### config.mk
export PLATFORM = sky130hd
export DESIGN_NAME = sidv_fifo
export DESIGN_NICKNAME = d
export VERILOG_FILES = /design/src/sidv_pkg.sv /design/src/sidv_fifo.sv
export SDC_FILE = /design/constraint.sdc
export NUM_CORES = 1
export LEC_CHECK = 0
export ABC_AREA = 1
export BUFFER_PORTS_ARGS = -buffer_cell sky130_fd_sc_hd__buf_2
export CORE_MARGIN = 5
export CORE_UTILIZATION = 25
export DETAILED_ROUTE_END_ITERATION = 8
export PLACE_DENSITY = 0.48
export SLEW_MARGIN = 0
export SYNTH_ARGS = -nofsm -noshare
export SYNTH_HDL_FRONTEND = slang
export SYNTH_SLANG_ARGS = --single-unit
### constraint.sdc
create_clock -name clk_i -period 2.85 [get_ports clk_i]
set_clock_uncertainty 0.15 [all_clocks]
set_input_delay 0.57 -clock clk_i [delete_from_list [all_inputs] [get_ports clk_i]]
set_output_delay 0.57 -clock clk_i [all_outputs]
set_load 0.01 [all_outputs]
### src/sidv_pkg.sv
// Shared types and constants for the disk image validator.
package sidv_pkg;

  // Kind of one result transaction.
  typedef enum logic [1:0] {
    RK_SECTOR = 2'd0,
    RK_ACCEPT = 2'd1,
    RK_ERROR  = 2'd2
  } result_kind_e;

  // Error codes carried with an error result.
  typedef enum logic [3:0] {
    EC_NONE    = 4'd0,
    EC_HEADER  = 4'd1,
    EC_TRUNC   = 4'd2,
    EC_EXTENT  = 4'd3,
    EC_FUZZY   = 4'd4,
    EC_SIZE    = 4'd5,
    EC_PAYLOAD = 4'd6,
    EC_IDENT   = 4'd7,
    EC_DUP     = 4'd8,
    EC_TCOUNT  = 4'd9
  } error_code_e;

  // Record length of headers and descriptors.
  localparam logic [31:0] RecBytes  = 32'd16;
  localparam logic [3:0]  RecLast   = 4'd15;
  localparam logic [7:0]  MagicR    = 8'h52;
  localparam logic [7:0]  MagicS    = 8'h53;
  localparam logic [7:0]  MagicY    = 8'h59;
  localparam logic [7:0]  FmtVer    = 8'd3;
  localparam logic [14:0] BaseSize  = 15'd128;
  localparam logic [8:0]  SeenMax   = 9'd256;

  // One classified image byte, from the front to the back.
  typedef struct packed {
    logic [7:0]  data;
    logic [31:0] pos;
    logic        last;
    logic        trunc;
    logic        short_img;
  } item_t;

  // One result transaction.
  typedef struct packed {
    result_kind_e kind;
    error_code_e  err;
    logic [6:0]   trk;
    logic         side;
    logic [7:0]   num;
    logic [2:0]   code;
    logic [7:0]   flags;
    logic [31:0]  off;
    logic [14:0]  size;
  } result_t;

endpackage

### src/sidv_fifo.sv
// Two-entry queue between the front and the back.
module sidv_fifo (
  input  logic            clk_i,
  input  logic            rst_ni,
  input  logic            push_i,
  input  sidv_pkg::item_t item_i,
  output logic            full_o,
  input  logic            pop_i,
  output logic            valid_o,
  output sidv_pkg::item_t item_o
);
  import sidv_pkg::*;

  item_t       mem_q [2];
  logic        wptr_q, rptr_q;
  logic [1:0]  cnt_q;

  assign full_o  = cnt_q == 2'd2;
  assign valid_o = cnt_q != 2'd0;
  assign item_o  = mem_q[rptr_q];

  // Entry storage.
  always_ff @(posedge clk_i) begin
    if (push_i) begin
      mem_q[wptr_q] <= item_i;
    end
  end

  // Pointers and fill count.
  always_ff @(posedge clk_i or negedge rst_ni) begin
    if (!rst_ni) begin
      wptr_q <= 1'b0;
      rptr_q <= 1'b0;
      cnt_q  <= 2'd0;
    end else begin
      if (push_i) begin
        wptr_q <= ~wptr_q;
      end
      if (pop_i) begin
        rptr_q <= ~rptr_q;
      end
      cnt_q <= cnt_q + {1'b0, push_i} - {1'b0, pop_i};
    end
  end
endmodule

==> metrics <==
Syn Area/Cell=13.6 sq um; fmax=0.389 GHz; initial core utilization=25.5%; Final nets=396; vias in the first global route=2002; slowest stage cell on the critical path=dfrtp_2; Worst Path Required=2.13 ns; DIE AREA=0.0160 sq mm; YS warnings=0; Ant. Diodes=0; wire per inst=12.4 microns; grt ovf=0; Largest stage delay, worst path=0.84 ns; placement-stage worst setup slack=0.590 ns; Critical Setup Path Class=flop to output pin; CP cell instances=buf_12 -> nand2_1 -> o21ai_0 -> buf_2; maximum VDD drop=0.315 mV; area grow syn2layout=28.4%; post-synthesis adder-cell area fraction=0.738%; detailed router's first-iteration violation count=97; Compound-Gate Fraction of Synth Area=6.35%; DRC violations left=0; DIE WIDTH=126 microns; cell family with most CP delay=flip-flops; fin. max-slew vios=0; Total GRT Usage=8.55%; setup TNS=0 ns; Worst-Skew Late Latency=0.33 ns; Core Footprint=0.0133 sq mm; crit path DAT=1.85 ns; Synth Register Bits=90; Net Count, Synth=298; CTS tree=built; Post-Syn Area=0.00339 sq mm; register area share after synthesis=79.1%; final worst path period share=90.1%; final-layout fill cell count=1340; first-pass GRT wire length=10200 microns; height of the die=126 microns; final worst slack=0.282 ns; largest net degree at the start of global routing=48; hpwl dp=4420 microns; Post-Synthesis Cells=249; Final Hold Fails=0; CTS H-tree depth=3; max cap viols=0; antenna violations before repair=0; Vias=1977; RSZ-0062 raised after global routing=false; share of layout cells above drive strength 1=31.5%; row count=42; Post-Synth Simple-Gate Area=5.90%; post-CTS sizing=0; worst min-delay path category=input pin to flop; routed wire length=6570 microns; status=complete, no violations; Cell variety after synth=14; Setup violations, final=0; Clock transition at path regs=0.06 ns; Via density=3.74; main combinational cell family by area after synthesis=buffers and inverters; Final ANT Viol Nets=0; fraction of synthesized cell area in xor and xnor cells=0.517%; CP bufs+invs=2; number of post-CTS setup repair buffers=0; IO Pins=92; CTS max path bufs=2; startpoint type of the worst setup path=flop; mux cell area share after synthesis=0%; CTS root buffer=clkbuf_16; crit end category=output pin; Min Clock Period, post-route=2.57 ns; Util after Layout=32.7%; Worst-Margin Slew=0.728 ns; TritonCTS Sinks=90; Slew HR=51.4%; # port buffers=91; hold_buf cts=1; leak pwr=1.85 nW; drt first pass iters=4; final estimated routing congestion in global placement=0.692; CTS Buf Count=9; critical path fanouts, max=47; power density cells=954 mW/mm^2
stage by stage:
stage	power [mW]	cells	instance area [sq um]	hold slack, ns
2_1_floorplan	2.59	249	3390	0.124
3_3_place_gp	3.13	511	4070	0.238
3_5_place_dp	3.14	511	4070	0.239
4_1_cts	4.26	528	4350	0.247
5_1_grt	4.44	528	4350	0.247
6_report	4.15	528	4350	0.264
kinds of logic after synthesis:
logic type | count (synthesis)
DFF | 90
buffers and inverters | 59
and+or+nand+nor | 53
AOI/OAI and AO/OA | 43
xor gates and xnor gates | 2
adders and majority gates | 2
metal layers:
layer  part of all wire [%]  vias up  GRT usage, %
li1                       -     1023             -
met1                     46      880          10.0
met2                     45       63          13.2
met3                    7.5       11          3.83
met4                    2.3        0          4.54
met5                      0        -             0
where the power goes:
| group | internal (mW) | total, mW | switching [mW] | leakage, nW |
|---|---|---|---|---|
| clock | 0.638 | 1.09 | 0.457 | 0.133 |
| sequential | 1.76 | 1.91 | 0.149 | 0.853 |
| combinational | 0.436 | 1.15 | 0.714 | 0.864 |
| total | 2.83 | 4.15 | 1.32 | 1.85 |
placed cells by master (no fill, tap or decap), types with 2 or more instances in the layout:
| cell type | count |
|---|---|
| buf_4 | 2 |
| buf_12 | 2 |
| inv_1 | 49 |
| clkbuf_16 | 9 |
| nand2_1 | 50 |
| clkbuf_8 | 2 |
| o21ai_1 | 5 |
| xor2_1 | 2 |
| o21ai_0 | 38 |
| clkbuf_1 | 3 |
| dfrtp_1 | 3 |
| buf_2 | 91 |
| ha_1 | 2 |
| edfxtp_1 | 86 |
worst reg2reg max path, cell delays in order (launching register included):
cell	delay, ns
dfrtp_1	0.42
nand2_1	0.09
inv_2	0.38
buf_12	0.27
cells in the mapped netlist:
library cell / n / share of area [%]
nor2_1: 2 / 0.22
o21ai_0: 38 / 5.6
xor2_1: 2 / 0.52
clkbuf_1: 3 / 0.33
edfxtp_1: 86 / 76
dfrtp_1: 4 / 3.0
buf_2: 2 / 0.30
inv_1: 50 / 5.5
nand3_1: 1 / 0.15
buf_4: 1 / 0.22
buf_6: 3 / 1.0
ha_1: 2 / 0.74
o21ai_1: 5 / 0.74
nand2_1: 50 / 5.5
final timing paths:
| check | start | end | slack [ns] | depth (start not counted) |
|---|---|---|---|---|
| min reg2reg | wptr_q | wptr_q | 0.40 | 1 |
| max in group asynchronous | rst_ni | rptr_q | 1.99 | 2 |
| max | rptr_q | item_o[21] | 0.28 | 4 |
| max reg2reg | wptr_q | mem_q[1][8] | 1.24 | 3 |
| min | item_i[12] | mem_q[0][12] | 0.26 | 1 |
| min in group asynchronous | rst_ni | rptr_q | 0.42 | 2 |
registers in the layout (all words and copies together), names as in the netlist:
register and cells:
rptr_q 1, cnt_q 2, mem_q 86, wptr_q 1
layout make-up:
class / count / area, sq um / share of cell area [%]
Sequential cell: 90 / 2680 / 61.6
Timing Repair Buffer: 96 / 520 / 12.0
Multi-Input combinational cell: 100 / 465 / 10.7
Clock buffer: 14 / 264 / 6.06
Tap cell: 176 / 220 / 5.06
Inverter: 50 / 188 / 4.31
Clock inverter: 2 / 12.5 / 0.287
Power figures use the tool's default switching activity.
