`src/sidv_pkg.sv`:
```
// Shared types and constants for the disk image validator.
package sidv_pkg;

  // Kind of one result transaction.
  typedef enum logic [1:0] {
    RK_SECTOR = 2'd0,
    RK_ACCEPT = 2'd1,
    RK_ERROR  = 2'd2
  } result_kind_e;

  // Error codes carried with an error result.
  typedef enum logic [3:0] {
    EC_NONE    = 4'd0,
    EC_HEADER  = 4'd1,
    EC_TRUNC   = 4'd2,
    EC_EXTENT  = 4'd3,
    EC_FUZZY   = 4'd4,
    EC_SIZE    = 4'd5,
    EC_PAYLOAD = 4'd6,
    EC_IDENT   = 4'd7,
    EC_DUP     = 4'd8,
    EC_TCOUNT  = 4'd9
  } error_code_e;

  // Record length of headers and descriptors.
  localparam logic [31:0] RecBytes  = 32'd16;
  localparam logic [3:0]  RecLast   = 4'd15;
  localparam logic [7:0]  MagicR    = 8'h52;
  localparam logic [7:0]  MagicS    = 8'h53;
  localparam logic [7:0]  MagicY    = 8'h59;
  localparam logic [7:0]  FmtVer    = 8'd3;
  localparam logic [14:0] BaseSize  = 15'd128;
  localparam logic [8:0]  SeenMax   = 9'd256;

  // One classified image byte, from the front to the back.
  typedef struct packed {
    logic [7:0]  data;
    logic [31:0] pos;
    logic        last;
    logic        trunc;
    logic        short_img;
  } item_t;

  // One result transaction.
  typedef struct packed {
    result_kind_e kind;
    error_code_e  err;
    logic [6:0]   trk;
    logic         side;
    logic [7:0]   num;
    logic [2:0]   code;
    logic [7:0]   flags;
    logic [31:0]  off;
    logic [14:0]  size;
  } result_t;

endpackage

```
`src/sidv_front.sv`:
```
// Front end: accepts image bytes, tracks the byte position and classifies each byte.
module sidv_front (
  input  logic            clk_i,
  input  logic            rst_ni,
  input  logic            in_valid_i,
  output logic            in_stall_o,
  input  logic [7:0]      image_byte_i,
  input  logic [31:0]     len_i,
  input  logic            full_i,
  output logic            push_o,
  output sidv_pkg::item_t item_o
);
  import sidv_pkg::*;

  logic [31:0] pos_q, pos_d;
  logic [32:0] pos_p1;
  logic        last;

  // Position-relative flags against the image length.
  assign pos_p1 = {1'b0, pos_q} + 33'd1;
  assign last   = pos_p1 >= {1'b0, len_i};

  assign in_stall_o = full_i;
  assign push_o     = in_valid_i && !full_i;

  always_comb begin
    item_o.data      = image_byte_i;
    item_o.pos       = pos_q;
    item_o.last      = last;
    item_o.trunc     = {1'b0, len_i} < ({1'b0, pos_q} + {1'b0, RecBytes});
    item_o.short_img = (pos_q == '0) && (len_i < RecBytes);
  end

  // The position wraps to zero after the last byte of an image.
  assign pos_d = last ? '0 : pos_p1[31:0];

  always_ff @(posedge clk_i or negedge rst_ni) begin
    if (!rst_ni) begin
      pos_q <= '0;
    end else if (push_o) begin
      pos_q <= pos_d;
    end
  end
endmodule

```
`config.mk`:
```
export PLATFORM = sky130hd
export DESIGN_NAME = sidv_front
export DESIGN_NICKNAME = d
export VERILOG_FILES = /design/src/sidv_pkg.sv /design/src/sidv_front.sv
export SDC_FILE = /design/constraint.sdc
export NUM_CORES = 1
export LEC_CHECK = 0
export BUFFER_PORTS_ARGS = -buffer_cell sky130_fd_sc_hd__buf_2
export CAP_MARGIN = 20
export CORE_MARGIN = 1
export CORE_UTILIZATION = 55
export CTS_CLUSTER_SIZE = 40
export DETAILED_ROUTE_END_ITERATION = 8
export PLACE_DENSITY = 0.9
export SLEW_MARGIN = 20
export SYNTH_ARGS = -nofsm -noshare
export SYNTH_HDL_FRONTEND = slang
export SYNTH_SLANG_ARGS = --single-unit
```
`constraint.sdc`:
```
create_clock -name clk_i -period 5.7 [get_ports clk_i]
set_input_delay 0.57 -clock clk_i [delete_from_list [all_inputs] [get_ports clk_i]]
set_output_delay 0.57 -clock clk_i [all_outputs]
set_load 0.01 [all_outputs]
```
==> impl_metrics.yaml <==
status:
  status: "finished clean"
floorplanning:
  fp.coreArea_um2: 7370
  io_pins: 89
  die_y_um: 89.8
  die_w_um: 89.8
  rows: 31
  die_area_um2: 8070
  start_util_pct: 57.6
detailed_routing:
  dr.pass1.iters: 5
  wl_per_cell_um: 18.8
  route.vias.total: 4282
  wirelength_um: 12700
  ant_nets: 0
  drt-initial-drc-count: 442
  vias_per_cell: 6.32
  drc: 0
cts:
  cts.path.max_buffers: 2
  htreeDepth: 2
  cts_setup_buffers: 0
  root_buffer: "clkbuf_8"
  cts-resized-gates: 0
  numCtsBuffers: 5
  cts_tree: "built"
  holdBufCountCts: 0
  cts_sinks: 32
  clk_latency_ns: 0.30
  path_clk_slew_ns: 0.07
worst_setup_path:
  max_stage_delay_ns: 0.48
  cp_max_fo: 14
  reg2reg_depth: 16
  rrSetupSlack_ns: 1.27
  slowest_stage: "or3_1"
  cp_data_arrival_time_ns: 4.61
  crit_type: "reg -> out"
  crit_path_end_kind: "output pin"
  r2r-start: "pos_q[4]"
  cp-start-kind: "flip-flop"
  path_cells: "ha_1 > nand3_4 > nor4_4 > nand4_4 > or3_1 > or3_2 > nand2_1 > ha_1 > nand4_1 > nor2_1 > a22oi_1 > nand3_1 > or3_1 > nor2_1 > inv_1 > buf_2"
  r2r-end: "pos_q[10]"
  required_ns: 5.13
sta:
  finalCriticalPeriod_ns: 5.18
  tightest_slew_ns: 1.08
  setup_violations: 0
  timing.final.crit_share_pct: 90.9
  hold_slack_ns: 0.353
  maxSlewViolCount: 0
  finalClockSkew_ns: 0.00994
  slew_headroom_pct: 27.5
  tns_ns: 0
  rsz0062_at_grt: "no"
  hold_violations: 0
  fmax_mhz: 193
pwr:
  ir_drop_v: 0.000156
  power.density_nw_per_um2: 239
  power_mw: 1.12
  p_leak_nw: 2.28
global_routing:
  grt_pass1_wl_um: 20500
  grt_max_degree: 33
  grtUsageTotal_pct: 31.5
  antenna_found_initial: 0
  grt_pass1_vias: 4226
  grt-ovfl-total: 0
yosys:
  yosys-mux-area-fraction_pct: 0
  synth_compound_area_share_pct: 15.2
  synthAdderAreaFrac_pct: 20.0
  ys_warn_count: 0
  avgSynthCellArea_um2: 7.87
  yosys.area_share.simple_pct: 25.2
  synth_seq_area_share_pct: 18.9
  synth_nets: 651
  syn_area_um2: 4240
  synth_top_family_by_area: "simple AND/OR/NAND/NOR gates"
  async_reset_ff_share_pct: 100
  synth_edf_count: 0
  ys_ff_latch: 32
  synth-xor-area-share_pct: 11.4
  synth.distinct_cells: 49
  syn_inst: 539
  synthFlopType: "dfrtp_1"
final_layout:
  mostFrequentLayoutCells: "buf_2 (72), ha_1 (68), nand2_1 (56)"
  top_regs: "pos_q: 32 flops"
  post-route-cell-area_um2: 4680
  top_register: "pos_q"
  mostFrequentLayoutCell: "buf_2"
  multi_input_area_um2: 3050
  drive_gt1_share_pct: 18.3
  areaGrowthSynthToFinish_pct: 10.2
  fillerInstances: 639
  largest_reg_flops: 32
  antenna_cells: 0
  regArea_um2: 801
  fin_nets: 690
placed_design:
  placed_cell_area_um2: 4550
  gp_congestion: 0.942
  place_hpwl_um: 9630
  numPortBuffers: 72
flow_run:
  cap_violations: 0
worst_hold_path:
  hold_path.class: "in -> async"
## power by group
part,total [mW],switching (mW),internal (mW)
logic,0.511,0.294,0.217
clock network,0.255,0.100,0.154
registers,0.353,0.0937,0.259
## critical path, delay by kind of cell (launching register included)
kind                     cells  cell delay [ns]
AO/OA/AOI/OAI                1             0.17
adder cells (fa/ha/maj)      2             0.54
buffers and inverters        2             0.45
flip-flops                   1             0.45
AND/OR/NAND/NOR             11             2.69
## worst max path at each step
stage | cells past startpoint | end | startpoint
CTS | 16 | item_o[2] | pos_q[4]
detailed placement | 16 | item_o[2] | pos_q[4]
global route | 16 | item_o[2] | pos_q[4]
global placement | 16 | item_o[2] | pos_q[4]
finish | 16 | item_o[2] | pos_q[4]
floorplan | 19 | item_o[2] | pos_q[4]
## cells in the mapped netlist (11+ instances only)
| library cell | instances | area share (%) |
|---|---|---|
| nor2_1 | 29 | 2.6 |
| dfrtp_1 | 32 | 19 |
| ha_1 | 68 | 20 |
| clkbuf_1 | 24 | 2.1 |
| o21ai_0 | 20 | 2.4 |
| nor4_1 | 15 | 2.2 |
| a21oi_1 | 21 | 2.5 |
| buf_2 | 11 | 1.3 |
| nand3_1 | 18 | 2.1 |
| nor3_1 | 14 | 1.7 |
| nand2_1 | 56 | 5.0 |
| nand4_1 | 22 | 3.2 |
| xnor2_1 | 32 | 6.6 |
| xor2_1 | 23 | 4.7 |
| inv_1 | 43 | 3.8 |
| a21o_1 | 19 | 3.4 |
## metrics by stage
step | instances | util, % | worst slack [ns]
final | 678 | 63.5 | 0.517
after CTS | 678 | 63.5 | 0.592
after floorplan | 539 | - | 0.949
after detailed placement | 670 | 61.7 | 0.933
after global placement | 670 | 61.7 | 1.12
after global routing | 678 | 63.5 | 0.319
## cell type report
class / count / share of cell area [%]
repair buffers: 79 / 8.83
well taps: 99 / 2.65
clock buffers: 7 / 2.06
inverters: 44 / 3.53
flip-flops and latches: 32 / 17.1
multi-input cells: 416 / 65.2
clock inverters: 1 / 0.642
## metal layers
layer,track usage [%],vias up,wire length [um]
met1,39.2,1977,5100
met2,52.0,265,5860
li1,-,1984,-
met3,7.70,56,1360
met4,13.1,0,424
met5,0,-,0
## cells by family (layout without fill, tap and decap cells)
group	count (synthesis)	in the layout
XOR/XNOR	55	55
flip-flops	32	32
buffers and inverters	91	131
adder cells (fa/ha/maj)	68	68
AO/OA/AOI/OAI	96	96
AND/OR/NAND/NOR	197	197
Power figures use the tool's default switching activity.
